[config.mk]
export PLATFORM = sky130hd
export DESIGN_NAME = frame_escape_checksum_encoder_unit
export DESIGN_NICKNAME = d
export VERILOG_FILES = /design/src/rtl/fecs_pkg.sv /design/src/rtl/fecs_front.sv /design/src/rtl/fecs_fifo.sv /design/src/rtl/fecs_back.sv /design/src/rtl/frame_escape_checksum_encoder_unit.sv
export VERILOG_INCLUDE_DIRS = /design/src /design/src/rtl
export SDC_FILE = /design/constraint.sdc
export NUM_CORES = 1
export LEC_CHECK = 0
export ABC_AREA = 1
export BUFFER_PORTS_ARGS = -buffer_cell sky130_fd_sc_hd__buf_2
export CAP_MARGIN = 10
export CELL_PAD_IN_SITES_DETAIL_PLACEMENT = 2
export CELL_PAD_IN_SITES_GLOBAL_PLACEMENT = 2
export CORE_ASPECT_RATIO = 0.6
export CORE_MARGIN = 4
export CORE_UTILIZATION = 40
export CTS_CLUSTER_SIZE = 10
export DETAILED_ROUTE_END_ITERATION = 12
export PLACE_DENSITY = 0.83
export SLEW_MARGIN = 20
export SYNTH_ARGS = -nofsm -noshare
export SYNTH_HDL_FRONTEND = slang
export SYNTH_SLANG_ARGS = --single-unit
[constraint.sdc]
create_clock -name clk -period 8.6 [get_ports clk]
set_input_delay 1.29 -clock clk [delete_from_list [all_inputs] [get_ports clk]]
set_output_delay 1.29 -clock clk [all_outputs]
set_load 0.02 [all_outputs]
[src/rtl/frame_escape_checksum_encoder_unit_defines.svh]
// assertion macros shared by the framer modules
`ifndef FRAME_ESCAPE_CHECKSUM_ENCODER_UNIT_DEFINES_SVH
`define FRAME_ESCAPE_CHECKSUM_ENCODER_UNIT_DEFINES_SVH

// same-cycle implication, checked outside reset
`define FECS_ASSERT_NOW(label, ante, cons, msg) \
    label: assert property (@(posedge clk) disable iff (!rst_n) (ante) |-> (cons)) \
        else $error(msg);

// next-cycle implication, checked outside reset
`define FECS_ASSERT_NEXT(label, ante, cons, msg) \
    label: assert property (@(posedge clk) disable iff (!rst_n) (ante) |=> (cons)) \
        else $error(msg);

`endif

[src/rtl/fecs_pkg.sv]
// shared types and constants of the byte-stuffing framer
package fecs_pkg;

    localparam int BYTE_W     = 8;
    localparam int SUM_W      = 16;
    localparam int OP_W       = 2;
    localparam int CFG_IDX_W  = 2;
    localparam int FIFO_DEPTH = 4;
    localparam int FIFO_AW    = $clog2(FIFO_DEPTH);
    localparam int FIFO_CW    = FIFO_AW + 1;

    localparam logic [OP_W-1:0] OP_START = 2'd0;
    localparam logic [OP_W-1:0] OP_DATA  = 2'd1;
    localparam logic [OP_W-1:0] OP_END   = 2'd2;

    localparam logic [CFG_IDX_W-1:0] CFG_BEGIN_FLAG = 2'd0;
    localparam logic [CFG_IDX_W-1:0] CFG_END_FLAG   = 2'd1;
    localparam logic [CFG_IDX_W-1:0] CFG_ESCAPE     = 2'd2;

    localparam logic [BYTE_W-1:0] BEGIN_FLAG_RST = 8'd192;
    localparam logic [BYTE_W-1:0] END_FLAG_RST   = 8'd193;
    localparam logic [BYTE_W-1:0] ESCAPE_RST     = 8'd125;
    localparam logic [BYTE_W-1:0] ESC_XOR        = 8'h20;

    // token slots within one queued job
    localparam logic [1:0] SLOT_FIRST  = 2'd0;
    localparam logic [1:0] SLOT_SECOND = 2'd1;
    localparam logic [1:0] SLOT_THIRD  = 2'd2;

    typedef enum logic [1:0] {
        KIND_START,
        KIND_DATA,
        KIND_END
    } kind_t;

    // one classified request: start carries address/control, end carries sum hi/lo
    typedef struct packed {
        kind_t             kind;
        logic [BYTE_W-1:0] b0;
        logic [BYTE_W-1:0] b1;
    } job_t;

    typedef struct packed {
        logic valid;
        job_t job;
    } push_t;

endpackage

[src/rtl/fecs_front.sv]
// front end: accepts requests, tracks frame state and checksum, queues jobs
module fecs_front (
    input  logic                           clk,
    input  logic                           rst_n,
    input  logic                           in_valid,
    output logic                           in_ready,
    input  logic [fecs_pkg::OP_W-1:0]      op,
    input  logic [fecs_pkg::BYTE_W-1:0]    address,
    input  logic [fecs_pkg::BYTE_W-1:0]    control_byte,
    input  logic [fecs_pkg::BYTE_W-1:0]    payload_byte,
    input  logic                           q_full,
    output fecs_pkg::push_t                push
);

    logic                         in_frame_reg;
    logic                         in_frame_next;
    logic [fecs_pkg::SUM_W-1:0]   sum_reg;
    logic [fecs_pkg::SUM_W-1:0]   sum_next;
    logic                         accept;

    assign in_ready = !q_full;
    assign accept   = in_valid && !q_full;

    always_comb
    begin
        in_frame_next  = in_frame_reg;
        sum_next       = sum_reg;
        push.valid     = 1'b0;
        push.job.kind  = fecs_pkg::KIND_DATA;
        push.job.b0    = payload_byte;
        push.job.b1    = control_byte;
        if (accept)
        begin
            unique case (op)
                fecs_pkg::OP_START:
                begin
                    // a start inside a frame abandons the open one
                    push.valid    = 1'b1;
                    push.job.kind = fecs_pkg::KIND_START;
                    push.job.b0   = address;
                    push.job.b1   = control_byte;
                    sum_next      = {8'b0, address} + {8'b0, control_byte};
                    in_frame_next = 1'b1;
                end
                fecs_pkg::OP_DATA:
                begin
                    if (in_frame_reg)
                    begin
                        push.valid    = 1'b1;
                        push.job.kind = fecs_pkg::KIND_DATA;
                        push.job.b0   = payload_byte;
                        sum_next      = sum_reg + {8'b0, payload_byte};
                    end
                end
                fecs_pkg::OP_END:
                begin
                    if (in_frame_reg)
                    begin
                        push.valid    = 1'b1;
                        push.job.kind = fecs_pkg::KIND_END;
                        push.job.b0   = sum_reg[15:8];
                        push.job.b1   = sum_reg[7:0];
                        sum_next      = '0;
                        in_frame_next = 1'b0;
                    end
                end
                default:
                begin
                    in_frame_next = in_frame_reg;
                end
            endcase
        end
    end

    always_ff @(posedge clk or negedge rst_n)
    begin
        if (!rst_n)
        begin
            in_frame_reg <= 1'b0;
            sum_reg      <= '0;
        end
        else
        begin
            in_frame_reg <= in_frame_next;
            sum_reg      <= sum_next;
        end
    end

endmodule

[src/rtl/fecs_fifo.sv]
// short job queue between the front and back ends
`include "frame_escape_checksum_encoder_unit_defines.svh"
module fecs_fifo (
    input  logic                clk,
    input  logic                rst_n,
    input  fecs_pkg::push_t     push,
    output logic                full,
    input  logic                pop,
    output logic                head_valid,
    output fecs_pkg::job_t      head
);

    fecs_pkg::job_t                    mem_reg [fecs_pkg::FIFO_DEPTH];
    logic [fecs_pkg::FIFO_AW-1:0]      wr_ptr_reg;
    logic [fecs_pkg::FIFO_AW-1:0]      rd_ptr_reg;
    logic [fecs_pkg::FIFO_CW-1:0]      count_reg;
    logic [fecs_pkg::FIFO_CW-1:0]      count_next;
    logic                              do_push;
    logic                              do_pop;

    assign full       = (count_reg == fecs_pkg::FIFO_CW'(fecs_pkg::FIFO_DEPTH));
    assign head_valid = (count_reg != '0);
    assign head       = mem_reg[rd_ptr_reg];
    assign do_push    = push.valid && !full;
    assign do_pop     = pop && head_valid;

    always_comb
    begin
        count_next = count_reg;
        if (do_push && !do_pop)
        begin
            count_next = count_reg + 1'b1;
        end
        else if (do_pop && !do_push)
        begin
            count_next = count_reg - 1'b1;
        end
    end

    always_ff @(posedge clk)
    begin
        if (do_push)
        begin
            mem_reg[wr_ptr_reg] <= push.job;
        end
    end

    always_ff @(posedge clk or negedge rst_n)
    begin
        if (!rst_n)
        begin
            wr_ptr_reg <= '0;
            rd_ptr_reg <= '0;
            count_reg  <= '0;
        end
        else
        begin
            if (do_push)
            begin
                wr_ptr_reg <= wr_ptr_reg + 1'b1;
            end
            if (do_pop)
            begin
                rd_ptr_reg <= rd_ptr_reg + 1'b1;
            end
            count_reg <= count_next;
        end
    end

    `FECS_ASSERT_NOW(a_no_push_when_full, full, !push.valid, "job pushed into full queue")
    `FECS_ASSERT_NOW(a_no_pop_when_empty, pop, head_valid, "pop from empty queue")
    `FECS_ASSERT_NOW(a_count_in_range, 1'b1, count_reg <= fecs_pkg::FIFO_CW'(fecs_pkg::FIFO_DEPTH), "queue count overflow")

endmodule

[src/rtl/fecs_back.sv]
// back end: expands queued jobs into stuffed line bytes, one per cycle unless the output stalls
`include "frame_escape_checksum_encoder_unit_defines.svh"
module fecs_back (
    input  logic                                clk,
    input  logic                                rst_n,
    input  logic                                cfg_we,
    input  logic [fecs_pkg::CFG_IDX_W-1:0]      cfg_index,
    input  logic [fecs_pkg::BYTE_W-1:0]         cfg_data,
    input  logic                                head_valid,
    input  fecs_pkg::job_t                      head,
    output logic                                pop,
    output logic                                out_valid,
    input  logic                                out_ready,
    output logic [fecs_pkg::BYTE_W-1:0]         line_byte,
    output logic                                run_last,
    output logic                                frame_done
);

    logic [fecs_pkg::BYTE_W-1:0] begin_flag_reg;
    logic [fecs_pkg::BYTE_W-1:0] end_flag_reg;
    logic [fecs_pkg::BYTE_W-1:0] escape_reg;

    logic [1:0]                  slot_reg;
    logic [1:0]                  slot_next;
    logic                        esc_pend_reg;
    logic                        esc_pend_next;

    logic                        out_valid_reg;
    logic [fecs_pkg::BYTE_W-1:0] line_byte_reg;
    logic                        run_last_reg;
    logic                        frame_done_reg;

    logic [fecs_pkg::BYTE_W-1:0] tok_byte;
    logic                        tok_raw;
    logic                        tok_last;
    logic                        tok_done;
    logic                        needs_esc;
    logic                        advance;
    logic                        tok_finish;
    logic [fecs_pkg::BYTE_W-1:0] emit_byte;

    // current token of the head job
    always_comb
    begin
        tok_byte = head.b0;
        tok_raw  = 1'b0;
        tok_last = 1'b0;
        tok_done = 1'b0;
        unique case (head.kind)
            fecs_pkg::KIND_START:
            begin
                unique case (slot_reg)
                    fecs_pkg::SLOT_FIRST:
                    begin
                        tok_byte = begin_flag_reg;
                        tok_raw  = 1'b1;
                    end
                    fecs_pkg::SLOT_SECOND:
                    begin
                        tok_byte = head.b0;
                    end
                    default:
                    begin
                        tok_byte = head.b1;
                        tok_last = 1'b1;
                    end
                endcase
            end
            fecs_pkg::KIND_END:
            begin
                unique case (slot_reg)
                    fecs_pkg::SLOT_FIRST:
                    begin
                        tok_byte = head.b0;
                    end
                    fecs_pkg::SLOT_SECOND:
                    begin
                        tok_byte = head.b1;
                    end
                    default:
                    begin
                        tok_byte = end_flag_reg;
                        tok_raw  = 1'b1;
                        tok_last = 1'b1;
                        tok_done = 1'b1;
                    end
                endcase
            end
            default:
            begin
                tok_byte = head.b0;
                tok_last = 1'b1;
            end
        endcase
    end

    assign needs_esc = !tok_raw && ((tok_byte == begin_flag_reg) ||
                                    (tok_byte == end_flag_reg) ||
                                    (tok_byte == escape_reg));
    assign advance   = head_valid && (!out_valid_reg || out_ready);
    // a stuffed token emits the escape byte first, then the token XORed with ESC_XOR
    assign tok_finish = esc_pend_reg || !needs_esc;
    assign emit_byte  = esc_pend_reg ? (tok_byte ^ fecs_pkg::ESC_XOR) :
                        (needs_esc ? escape_reg : tok_byte);
    assign pop        = advance && tok_finish && tok_last;

    always_comb
    begin
        slot_next     = slot_reg;
        esc_pend_next = esc_pend_reg;
        if (advance)
        begin
            if (!tok_finish)
            begin
                esc_pend_next = 1'b1;
            end
            else
            begin
                esc_pend_next = 1'b0;
                slot_next     = tok_last ? fecs_pkg::SLOT_FIRST : slot_reg + 1'b1;
            end
        end
    end

    always_ff @(posedge clk or negedge rst_n)
    begin
        if (!rst_n)
        begin
            begin_flag_reg <= fecs_pkg::BEGIN_FLAG_RST;
            end_flag_reg   <= fecs_pkg::END_FLAG_RST;
            escape_reg     <= fecs_pkg::ESCAPE_RST;
        end
        else if (cfg_we)
        begin
            unique case (cfg_index)
                fecs_pkg::CFG_BEGIN_FLAG: begin_flag_reg <= cfg_data;
                fecs_pkg::CFG_END_FLAG:   end_flag_reg   <= cfg_data;
                fecs_pkg::CFG_ESCAPE:     escape_reg     <= cfg_data;
                default:                  escape_reg     <= escape_reg;
            endcase
        end
    end

    always_ff @(posedge clk or negedge rst_n)
    begin
        if (!rst_n)
        begin
            slot_reg      <= fecs_pkg::SLOT_FIRST;
            esc_pend_reg  <= 1'b0;
            out_valid_reg <= 1'b0;
        end
        else
        begin
            slot_reg     <= slot_next;
            esc_pend_reg <= esc_pend_next;
            if (advance)
            begin
                out_valid_reg <= 1'b1;
            end
            else if (out_ready)
            begin
                out_valid_reg <= 1'b0;
            end
        end
    end

    always_ff @(posedge clk)
    begin
        if (advance)
        begin
            line_byte_reg  <= emit_byte;
            run_last_reg   <= tok_finish && tok_last;
            frame_done_reg <= tok_done && tok_finish;
        end
    end

    assign out_valid  = out_valid_reg;
    assign line_byte  = line_byte_reg;
    assign run_last   = run_last_reg;
    assign frame_done = frame_done_reg;

    `FECS_ASSERT_NOW(a_done_is_last, out_valid_reg && frame_done_reg, run_last_reg, "end flag not marked last")
    `FECS_ASSERT_NOW(a_slot_legal, 1'b1, slot_reg != 2'd3, "token slot out of range")
    `FECS_ASSERT_NOW(a_esc_pend_has_job, esc_pend_reg, head_valid, "escape pending without a job")
    `FECS_ASSERT_NEXT(a_out_held, out_valid_reg && !out_ready, out_valid_reg && $stable(line_byte_reg), "stalled line byte changed")

endmodule

[src/rtl/frame_escape_checksum_encoder_unit.sv]
// top level of the byte-stuffing transmit framer
//
//  channel   | handshake             | payload
//  ----------+-----------------------+------------------------------------------
//  request   | in_valid / in_ready   | op, address, control_byte, payload_byte
//  line out  | out_valid / out_ready | line_byte, run_last, frame_done
//  config    | cfg_we                | cfg_index, cfg_data
//
// the back end emits one line byte per cycle unless the output stalls, via the
// single output register; a request yields 1-2 line bytes for payload, 3-5 for
// start and 3-5 for end; the front end takes one request per cycle while the
// four-entry job queue has room. reset restores the default flags and closes
// any open frame; an output stall holds the line byte and fills the queue.
module frame_escape_checksum_encoder_unit (
    input  logic                                clk,
    input  logic                                rst_n,
    input  logic                                cfg_we,
    input  logic [fecs_pkg::CFG_IDX_W-1:0]      cfg_index,
    input  logic [fecs_pkg::BYTE_W-1:0]         cfg_data,
    input  logic                                in_valid,
    output logic                                in_ready,
    input  logic [fecs_pkg::OP_W-1:0]           op,
    input  logic [fecs_pkg::BYTE_W-1:0]         address,
    input  logic [fecs_pkg::BYTE_W-1:0]         control_byte,
    input  logic [fecs_pkg::BYTE_W-1:0]         payload_byte,
    output logic                                out_valid,
    input  logic                                out_ready,
    output logic [fecs_pkg::BYTE_W-1:0]         line_byte,
    output logic                                run_last,
    output logic                                frame_done
);

    fecs_pkg::push_t push;
    fecs_pkg::job_t  head;
    logic            q_full;
    logic            head_valid;
    logic            pop;

    fecs_front u_front (
        .clk          (clk),
        .rst_n        (rst_n),
        .in_valid     (in_valid),
        .in_ready     (in_ready),
        .op           (op),
        .address      (address),
        .control_byte (control_byte),
        .payload_byte (payload_byte),
        .q_full       (q_full),
        .push         (push)
    );

    fecs_fifo u_fifo (
        .clk        (clk),
        .rst_n      (rst_n),
        .push       (push),
        .full       (q_full),
        .pop        (pop),
        .head_valid (head_valid),
        .head       (head)
    );

    fecs_back u_back (
        .clk        (clk),
        .rst_n      (rst_n),
        .cfg_we     (cfg_we),
        .cfg_index  (cfg_index),
        .cfg_data   (cfg_data),
        .head_valid (head_valid),
        .head       (head),
        .pop        (pop),
        .out_valid  (out_valid),
        .out_ready  (out_ready),
        .line_byte  (line_byte),
        .run_last   (run_last),
        .frame_done (frame_done)
    );

endmodule
==> reports/metrics.yaml, run 1 <==
yosys:
  yosys_warnings: 0
  ys_async_sr_fraction_pct: 38.8
  synth_fp_nets: 971
  synth_area_leaders: "edfxtp_1, dfrtp_1, nand2_1"
  yosys.area.top_type_share_pct: 32.3
  yosysSeqAreaShare_pct: 49.5
  syn_inst: 899
  yosysTopAreaCell: "edfxtp_1"
  netlist_area_um2: 7620
  syn_area_per_cell_um2: 8.48
  synth_edf_count: 82
  synth.distinct_cells: 44
  ys_ff_latch: 134
  synthFlopType: "edfxtp_1"
clock_tree:
  htree_levels: 4
  cts_resized: 0
  ctsHoldBuffers: 0
  clkLatencyLatePin_ns: 0.43
  clk_pin_slew_ns: 0.06
  cts_root_buffer: "clkbuf_16"
  cts_buffers: 17
  clock_sinks: 134
  clockBufferDepth: 2
  cts_setup_buffers: 0
  cts_tree: "done"
sta:
  rsz0062_at_grt: "false"
  final-max-slew-violation-count: 0
  clock.fmax_mhz: 217
  min_period_ns: 4.62
  period_share_pct: 53.7
  finalSetupViolations: 0
  tightest_slew_ns: 0.808
  max_slew_margin_pct: 46.1
  fin_setup_tns_ns: 0
  hold_viol: 0
  skew_ns: 0.0113
routing:
  drt_iter0_drc: 515
  wl_mm: 29.5
  wl_per_cell_um: 24.4
  drc_errors: 0
  antenna_left: 0
  dr.pass1.iters: 5
  viasPerCell: 5.69
  via_count: 6878
floorplan:
  initial_core_util_pct: 41.4
  placementRows: 38
  die_w_um: 186
  io_pins: 53
  die_h_um: 115
  fp.coreArea_um2: 18400
  fp.dieArea_um2: 21400
setup_path:
  start_kind: "register"
  path_buf_inv: 3
  r2r_setup_slack_ns: 3.98
  endpoint_kind: "register"
  path_class: "register to register"
  arrival_ns: 4.92
  slowest_stage: "nor2_2"
  critPathMaxStageDelay_ns: 0.67
  cp_data_required_time_ns: 8.90
  cp_cell_sequence: "inv_1, ha_1, nor2_2, inv_1, nand3_2, nor2_1, nor2_1, nand3_1, nand2_1, nand3_1, nor2_1, nand2_1, nand3_2, nand3_4, nand3_1, ha_1, inv_1, fa_1, a21oi_1, o21ai_0, xor2_1"
  path_delay_family: "simple AND/OR/NAND/NOR gates"
  worstPathMaxFanout: 16
layout:
  largest_reg_flops: 72
  drive_above_1_share_pct: 15.8
  area_growth_syn_to_layout_pct: 14.2
  antenna_cells: 0
  final_nets: 1028
power:
  p_leak_uw: 0.00392
  power_density_nw_per_um2: 382
  p_total_uw: 3330
  worst_ir_drop_vdd_mv: 0.177
outcome:
  outcome: "finished, final reports clean"
place:
  io_buffers: 52
  routabilityCongestion: 0.879
  post-dp-hpwl_mm: 22.1
global_route:
  grt_pass1_vias: 7795
  gr-usage-all-layers_pct: 28.8
  antenna_found_initial: 0
  grt_overflow: 0
  grt_max_degree: 53
  grt_first_pass_wirelength_mm: 46.0
flow_run:
  cap_viol_max_count: 0
hold_path:
  worstHoldPathType: "register to register"
-- where the power goes --
group	internal, µW	switching [µW]	total [µW]	leakage (µW)
clock	458	300	758	0.000282
combinational	456	1180	1630	0.00226
sequential	847	89.7	936	0.00138
total	1760	1570	3330	0.00392
-- synthesized netlist by cell type, types with 3 or more instances --
library cell / n
dfrtp_1: 41
xor2_1: 5
nand2_2: 12
o21ai_0: 49
o21ai_1: 5
fa_1: 3
nand3_2: 9
buf_6: 6
dfstp_2: 11
nand3b_1: 8
nor3_1: 4
o221ai_1: 5
inv_2: 4
nand2_1: 262
inv_1: 98
buf_4: 4
nand3_1: 111
ha_1: 28
buf_2: 5
clkbuf_1: 8
edfxtp_1: 82
o21ai_2: 5
a21oi_1: 28
nor2_1: 55
nand4_1: 9
nor2_2: 10
a31oi_1: 8
-- metrics by stage --
stage	setup slack [ns]	std cells	area, µm²	hold slack (ns)	util [%]
4_1_cts	4.02	1208	8700	0.517	47.3
2_1_floorplan	5.24	899	7620	0.453	-
3_3_place_gp	4.49	1176	8110	0.468	44.1
3_5_place_dp	4.15	1176	8110	0.511	44.1
5_1_grt	3.57	1209	8710	0.545	47.3
6_report	3.98	1209	8710	0.515	47.3
-- cells in the final DEF, fill, tap and decap left out, types with 4 or more instances in the layout --
master       n
buf_4        9
nand2_1    262
inv_1       98
o21ai_1      5
clkbuf_16   17
nor2_2      10
o21ai_2      5
buf_2       52
dfrtp_1     41
ha_1        28
a21oi_1     28
nand3b_1     8
nor2_1      55
o21ai_0     49
edfxtp_1    82
o221ai_1     5
nand3_2      9
inv_2        4
nand2_2     12
xor2_1       5
dfstp_2     11
nand3_1    111
clkbuf_1     4
nand4_1      9
a31oi_1      7
-- final cells by class --
cell class / count / area, µm²
tap: 240 / 300
clock buffer: 21 / 440
inverter: 103 / 388
multi-input combinational: 638 / 3310
fill: 2028 / 9690
timing repair buffer: 62 / 335
clock inverter: 11 / 150
sequential: 134 / 3780
-- tightest hold or removal path, cell delays in order (launching register included) --
cell,delay (ns)
dfstp_2,0.38
nand2_1,0.06
o21ai_0,0.07
-- per-layer routing --
| metal | track usage [%] | part of all wire, % |
|---|---|---|
| met1 | 40.1 | 46 |
| met2 | 45.2 | 46 |
| met3 | 7.18 | 7.0 |
| met4 | 7.76 | 1.5 |
| met5 | 0 | 0 |
-- kinds of logic (layout without fill, tap and decap cells) --
logic type / after synthesis / count (layout) / share of synthesized area [%]
DFF: 134 / 134 / 49.5
and+or+nand+nor: 491 / 491 / 29.1
AOI/OAI and AO/OA: 110 / 110 / 8.19
adders and majority gates: 31 / 31 / 5.38
xor gates and xnor gates: 6 / 6 / 0.689
buffers and inverters: 127 / 197 / 7.14
-- worst paths after layout --
kind	startpoint	endpoint	cells past startpoint
setup reg to reg	u_back.slot_reg[0]	u_fifo.count_reg[2]	21
hold reg to reg	u_back.escape_reg[5]	u_back.escape_reg[5]	2
min in group asynchronous	rst_n	u_front.sum_reg[2]	2
setup / recovery	u_back.slot_reg[0]	u_fifo.count_reg[2]	21
hold / removal	u_back.escape_reg[5]	u_back.escape_reg[5]	2
max in group asynchronous	rst_n	u_back.begin_flag_reg[4]	2
(Power assumes the default switching activity.)
==> run 2, diff against run 1 <==
--- a/config.mk
+++ b/config.mk
@@ -6,17 +6,17 @@
 export SDC_FILE = /design/constraint.sdc
 export NUM_CORES = 1
 export LEC_CHECK = 0
-export ABC_AREA = 1
+export ABC_AREA = 0
 export BUFFER_PORTS_ARGS = -buffer_cell sky130_fd_sc_hd__buf_2
 export CAP_MARGIN = 10
 export CELL_PAD_IN_SITES_DETAIL_PLACEMENT = 2
 export CELL_PAD_IN_SITES_GLOBAL_PLACEMENT = 2
 export CORE_ASPECT_RATIO = 0.6
 export CORE_MARGIN = 4
-export CORE_UTILIZATION = 40
+export CORE_UTILIZATION = 38
 export CTS_CLUSTER_SIZE = 10
 export DETAILED_ROUTE_END_ITERATION = 12
-export PLACE_DENSITY = 0.83
+export PLACE_DENSITY = 0.75
 export SLEW_MARGIN = 20
 export SYNTH_ARGS = -nofsm -noshare
 export SYNTH_HDL_FRONTEND = slang
==> constraint.sdc (replaced) <==
create_clock -name clk -period 4 [get_ports clk]
set_input_delay 0.6 -clock clk [delete_from_list [all_inputs] [get_ports clk]]
set_output_delay 0.6 -clock clk [all_outputs]
set_load 0.02 [all_outputs]
==> run 2 against run 1 <==
Effect of this change: first-iteration DRC count increased by 68%; area after synthesis increased by 2.9%; the run now ends with negative setup slack left; highest routed layer is now met5; setup slack got worse by 4.7 ns; largest power group unchanged; via count increased by 5.8%; largest cell class is now multi-input combinational cells; design area increased by 20%; critical path depth decreased by 1; synthesized cell count decreased by 27%.
==> reports/metrics.yaml, run 2 <==
sta:
  period_share_pct: 117  # +63 points
  holdWs_ns: 0.189  # -0.326 ns
  hold_viol: 0  # unchanged
  skew_ns: 0.0237  # +0.0124 ns
  fin_setup_tns_ns: -5.13  # -5.13 ns
  max_slew_margin_pct: 52.1  # +5.9 points
  clock.fmax_mhz: 214  # -1.2%
  min_period_ns: 4.67  # +0.0574 ns
  tightest_slew_ns: 0.717  # -0.0911 ns
  final-max-slew-violation-count: 0  # unchanged
  rsz0062_at_grt: "true"
  finalSetupViolations: 17  # +17
  setup_ws_ns: -0.673  # -4.66 ns
floorplan:
  die_h_um: 119  # +3.8%
  placementRows: 40  # +5.3%
  initial_core_util_pct: 38.9  # -2.5 points
  die_w_um: 194  # +3.9%
  io_pins: 53  # unchanged
  fp.coreArea_um2: 20200  # +9.6%
  fp.dieArea_um2: 23100  # +7.9%
setup_path:
  reg2regPathDepth: 20  # -4.8%
  r2r_end: "u_fifo.count_reg[2]"
  worstPathMaxFanout: 9  # -7
  path_delay_family: "simple AND/OR/NAND/NOR gates"
  cp_cell_sequence: "buf_4, buf_8, buf_4, mux2i_1, o221ai_1, a211oi_1, buf_4, or3_1, o21a_1, nand4b_1, or4_4, o211ai_4, nor2_4, inv_2, ha_4, inv_2, fa_2, xor2_1, nor2_1, xor2_1"
  endpoint_kind: "register"
  cp_data_required_time_ns: 4.37  # -4.53 ns
  path_class: "register to register"
  r2r_setup_slack_ns: -0.67  # -4.66 ns
  arrival_ns: 5.04  # +0.12 ns
  path_buf_inv: 6  # +3
  path_common_cell: "buf_4"
  critPathMaxStageDelay_ns: 0.52  # -0.15 ns
  start_kind: "register"
  reg2reg_from: "u_fifo.rd_ptr_reg[0]"
  slowest_stage: "or4_4"
yosys:
  yosys_warnings: 0  # unchanged
  synth_area_leaders: "edfxtp_1, dfrtp_1, mux2_2"
  netlist_area_um2: 7850  # +2.9%
  syn_inst: 657  # -27%
  synth.distinct_cells: 77  # +75%
  yosys.area.top_type_share_pct: 31.4  # -0.92 points
  syn_area_per_cell_um2: 11.9  # +41%
  yosysMostFrequentCell: "edfxtp_1"
  synth_edf_count: 82  # unchanged
  ys_async_sr_fraction_pct: 38.8  # unchanged
  synth_fp_nets: 729  # -25%
  synth_common_cells: "edfxtp_1, mux2_2, dfrtp_1"
  synthFlopType: "edfxtp_1"
  ys_ff_latch: 134  # unchanged
  yosysSeqAreaShare_pct: 48.1  # -1.4 points
  yosysTopAreaCell: "edfxtp_1"
clock_tree:
  clockBufferDepth: 2  # unchanged
  ctsHoldBuffers: 0  # unchanged
  cts_root_buffer: "clkbuf_16"
  cts_buffers: 17  # unchanged
  htree_levels: 4  # unchanged
  clock_sinks: 134  # unchanged
  clk_pin_slew_ns: 0.07  # about the same
  clkLatencyLatePin_ns: 0.46  # +0.03 ns
  cts_tree: "done"
global_route:
  grt_overflow: 0  # unchanged
  antenna_found_initial: 1  # +1
  grt_pass1_vias: 7638  # -2.0%
  grt_max_degree: 30  # -43%
  grt_first_pass_wirelength_mm: 50.4  # +9.6%
  gr-usage-all-layers_pct: 29.4  # +0.59 points
hold_path:
  worstHoldPathType: "input port to async pin"
routing:
  wl_mm: 39.8  # +35%
  drc_errors: 0  # unchanged
  drt_iter0_drc: 866  # +68%
  route.met3.wl_mm: 3.55  # +73%
  highest_layer: "met5"
  via_count: 7279  # +5.8%
  antenna_left: 0  # unchanged
  viasPerCell: 6.48  # +14%
  wl_per_cell_um: 35.5  # +45%
  dr_wl_met2_mm: 18.7  # +39%
  m1WireLength_mm: 15.9  # +18%
  dr.pass1.iters: 6  # +1
outcome:
  outcome: "finished, violations left"
  violations: "negative setup slack"
place:
  routabilityCongestion: 0.892  # +1.5%
  dp_worst_setup_slack_ns: -0.556  # -4.71 ns
  io_buffers: 52  # unchanged
  post-dp-hpwl_mm: 22.1  # about the same
layout:
  largest_reg_flops: 72  # unchanged
  drive_above_1_share_pct: 42.4  # +27 points
  final_common_cell: "buf_4"
  area_growth_syn_to_layout_pct: 33.4
  antenna_cells: 0  # unchanged
  layout_common_cells: "buf_4, edfxtp_1, buf_2"
  final_nets: 909  # -12%
power:
  worst_ir_drop_vdd_mv: 0.307  # +73%
  p_total_uw: 9600  # +190%
  power_density_nw_per_um2: 917  # +140%
  p_leak_uw: 0.00427  # +9.0%
flow_run:
  cap_viol_max_count: 0  # unchanged
==> run 2: changes by cell type in the layout (fill, tap and decap cells not counted), sizes merged, moves of 20 or more <==
cell / previous run / this run
xnor2: 1 / 21
nand2: 276 / 39
nor2: 67 / 28
inv: 104 / 41
buf: 61 / 186
mux2: 0 / 47
o21ai: 59 / 23
mux2i: 0 / 38
nand3: 121 / 5
==> run 2: layout make-up <==
class                   instances  area [µm²]
flip-flops and latches        134        3780
well taps                     273         342
repair buffers                187        1430
inverters                      41         156
multi-input cells             456        4150
fillers                      1932        9700
clock buffers                  22         454
clock inverters                10         156
==> run 2: cells by family after synthesis <==
group / after synthesis / synth area share (%)
compound gates: 149 / 14.0
xor+xnor: 32 / 3.57
fa+ha+maj: 31 / 5.23
buf+inv: 67 / 4.22
flops: 134 / 48.1
mux: 96 / 15.0
simple gates: 148 / 9.82
==> run 2: metrics by stage <==
stage	utilization, %	area (µm²)	std cells
finish	51.9	10500	1123
CTS	50.3	10100	1109
floorplan	-	7900	657
detailed placement	44.8	9030	1049
global placement	44.8	9030	1049
global route	51.9	10500	1123
==> run 2: where the power goes <==
group | switching, µW | total [µW] | internal, µW
clock | 688 | 1740 | 1060
sequential | 278 | 2100 | 1820
combinational | 3250 | 5760 | 2510
total | 4210 | 9600 | 5380
==> run 2: layer usage <==
layer | up-vias | GRT usage (%)
met3 | 132 | 7.86
met2 | 493 | 47.6
met4 | 2 | 12.2
met1 | 3793 | 37.6
met5 | - | 0
li1 | 2859 | -
==> run 2: worst max-delay path by stage <==
stage / slack, ns / cells past startpoint / from / end
finish: -0.67 / 20 / u_fifo.rd_ptr_reg[0] / u_fifo.count_reg[2]
global route: -0.72 / 20 / u_fifo.rd_ptr_reg[0] / u_fifo.count_reg[2]
CTS: -0.12 / 18 / u_fifo.mem_reg[1][17] / u_fifo.count_reg[2]
detailed placement: -0.56 / 20 / u_back.slot_reg[1] / u_fifo.count_reg[2]
global placement: -0.30 / 19 / u_back.slot_reg[1] / u_fifo.count_reg[2]
floorplan: 0.001 / 20 / u_back.slot_reg[0] / u_fifo.count_reg[2]
==> run 2: timing repair <==
item,CTS,global route
pin swaps,19,24
resized for setup,46,56
gates cloned,2,0
endpoints found under the setup margin,12,15
setup buffers,27,14
==> run 3, diff against run 2 <==
--- a/config.mk
+++ b/config.mk
@@ -6,14 +6,14 @@
 export SDC_FILE = /design/constraint.sdc
 export NUM_CORES = 1
 export LEC_CHECK = 0
-export ABC_AREA = 0
+export ABC_AREA = 1
 export BUFFER_PORTS_ARGS = -buffer_cell sky130_fd_sc_hd__buf_2
 export CAP_MARGIN = 10
 export CELL_PAD_IN_SITES_DETAIL_PLACEMENT = 2
 export CELL_PAD_IN_SITES_GLOBAL_PLACEMENT = 2
 export CORE_ASPECT_RATIO = 0.6
 export CORE_MARGIN = 4
-export CORE_UTILIZATION = 38
+export CORE_UTILIZATION = 34
 export CTS_CLUSTER_SIZE = 10
 export DETAILED_ROUTE_END_ITERATION = 12
 export PLACE_DENSITY = 0.75
==> run 3 against run 2 <==
Effect of this change: the flow now finishes without violations; count of clock-buffer cells in the layout shrank 4; clock power decreased by 9.8%; non-clock buffer count decreased by 107; register-to-register slack better by 1.0 ns; first-iteration DRC count down 48%; hold slack improved by 0.074 ns; critical path depth grew 4; wire length shrank 31%.
==> reports/metrics.yaml, run 3 (synthesized netlist as in run 1, its figures left out) <==
setup_path:
  cp_data_required_time_ns: 4.32  # -0.05 ns
  critPathCapture: "u_fifo.count_reg[2]"
  reg2regPathDepth: 24  # +20%
  r2r_setup_slack_ns: 0.33  # +1.00 ns
  start_kind: "register"
  r2r_end: "u_fifo.count_reg[2]"
  crit_start: "u_fifo.rd_ptr_reg[0]"
  endpoint_kind: "register"
  worstPathMaxFanout: 14  # +5
  arrival_ns: 3.99  # -1.05 ns
  path_class: "register to register"
  reg2reg_from: "u_fifo.rd_ptr_reg[0]"
floorplan:
  placementRows: 42  # +5.0%
  die_h_um: 124  # +3.9%
  die_w_um: 201  # +4.0%
  fp.dieArea_um2: 25000  # +8.1%
  initial_core_util_pct: 34.6  # -4.3 points
  io_pins: 53  # unchanged
  fp.coreArea_um2: 22000  # +9.2%
power:
  worst_ir_drop_vdd_mv: 0.398  # +29%
  p_total_uw: 7290  # -24%
  p_leak_uw: 0.00402  # -6.0%
  power_density_nw_per_um2: 809  # -12%
routing:
  drt_iter0_drc: 453  # -48%
  wl_per_cell_um: 21.5  # -39%
  antenna_left: 0  # unchanged
  wl_mm: 27.4  # -31%
  drc_errors: 0  # unchanged
  via_count: 6709  # -7.8%
  viasPerCell: 5.27  # -19%
  dr.pass1.iters: 5  # -1
clock_tree:
  clkLatencyLatePin_ns: 0.44  # -0.02 ns
  clk_pin_slew_ns: 0.07  # about the same
  clockBufferDepth: 2  # unchanged
  cts_buffers: 17  # unchanged
  cts_root_buffer: "clkbuf_16"
  cts_tree: "done"
  htree_levels: 4  # unchanged
  clock_sinks: 134  # unchanged
global_route:
  gr-usage-all-layers_pct: 22.1  # -7.3 points
  grt_max_degree: 34  # +13%
  grt_first_pass_wirelength_mm: 41.6  # -18%
  antenna_found_initial: 0  # -1
  grt_overflow: 0  # unchanged
  grt_pass1_vias: 6975  # -8.7%
place:
  dp.cells: 1236  # +18%
  io_buffers: 52  # unchanged
  post-dp-hpwl_mm: 20.4  # -7.7%
  routabilityCongestion: 0.818  # -8.2%
sta:
  final-max-slew-violation-count: 0  # unchanged
  finalSetupViolations: 0  # -17
  min_period_ns: 3.67  # -1.00 ns
  clock.fmax_mhz: 273  # +27%
  hold_viol: 0  # unchanged
  max_slew_margin_pct: 44.3  # -7.8 points
  fin_setup_tns_ns: 0  # +5.13 ns
  tightest_slew_ns: 0.836  # +0.119 ns
  skew_ns: 0.0194  # -0.00425 ns
  holdWs_ns: 0.263  # +0.0738 ns
  period_share_pct: 91.7  # -25 points
layout:
  final_nets: 1046  # +15%
  fin_util_pct: 40.9  # -11 points
  drive_above_1_share_pct: 18.8  # -24 points
  fin_cells: 1272  # +13%
  layout_common_cells: "nand2_1, nand3_1, inv_1"
  final_common_cell: "nand2_1"
  antenna_cells: 0  # unchanged
  largest_reg_flops: 72  # unchanged
  area_growth_syn_to_layout_pct: 18.2
hold_path:
  worstHoldPathType: "input port to async pin"
outcome:
  outcome: "finished, final reports clean"
flow_run:
  cap_viol_max_count: 0  # unchanged
-- run 3: changes by cell type in the layout (fill, tap and decap cells not counted), sizes merged, moves of 36 or more --
cell and delta:
o21ai +36, mux2 -47, nand2 +237, nand3 +116, nor2 +39, buf -106, mux2i -38, inv +63
-- run 3: stage by stage --
step	worst slack (ns)	cell area, µm²
after CTS	0.0526	8840
after global placement	0.254	8270
after global routing	-0.0358	9010
final	0.331	9010
after floorplan	0.778	7620
after detailed placement	0.0526	8270
-- run 3: area by class of cell --
type	count	area (µm²)
sequential	134	3780
tap	286	358
multi-input combinational	638	3400
clock buffer	18	429
fill	2455	13000
timing repair buffer	80	515
clock inverter	13	133
inverter	103	395
-- run 3: report_power, final --
group / internal (µW) / switching (µW)
registers: 1820 / 201
logic: 1180 / 2520
clock network: 909 / 656
total: 3910 / 3380
-- run 3: worst max-delay path, stage by stage (launching register included) --
cell	delay, ns
dfrtp_2	0.47
inv_8	0.13
buf_4	0.19
nand2_1	0.10
nand3_1	0.14
nand3_1	0.15
nand2_1	0.09
nor2_1	0.05
nor2_2	0.19
nand2_2	0.13
nand2_1	0.10
nand2_1	0.06
inv_1	0.08
nand2_1	0.11
nor2_1	0.10
nand2_1	0.07
nand3_2	0.11
nand3_4	0.12
nand3_2	0.11
ha_1	0.15
inv_1	0.08
fa_2	0.36
a21oi_2	0.14
o21ai_0	0.12
xor2_1	0.16
-- run 3: repair_timing --
action,in CTS,in global routing
hold buffers,0,0
pin swaps,0,6
buffers inserted,0,5
setup endpoints to repair,1,2
gates resized for setup,2,28
-- run 3: worst min path at each step --
stage,from,end,slack [ns],cells past startpoint
global placement,u_back.slot_reg[1],u_back.slot_reg[1],0.48,2
CTS,rst_n,u_back.begin_flag_reg[4],0.27,1
global route,rst_n,u_back.begin_flag_reg[4],0.30,1
floorplan,rst_n,u_back.begin_flag_reg[0],0.30,0
detailed placement,u_back.slot_reg[1],u_back.slot_reg[1],0.48,2
finish,rst_n,u_back.begin_flag_reg[4],0.26,1
-- run 3: routing by layer --
metal  global-route usage (%)  vias to the layer above  routed length, µm
li1                         -                     3149                  -
met1                     34.1                     3436              14300
met2                     32.0                      108              11600
met3                     4.48                       16               1350
met4                     4.52                        0                229
met5                        0                        -                  0
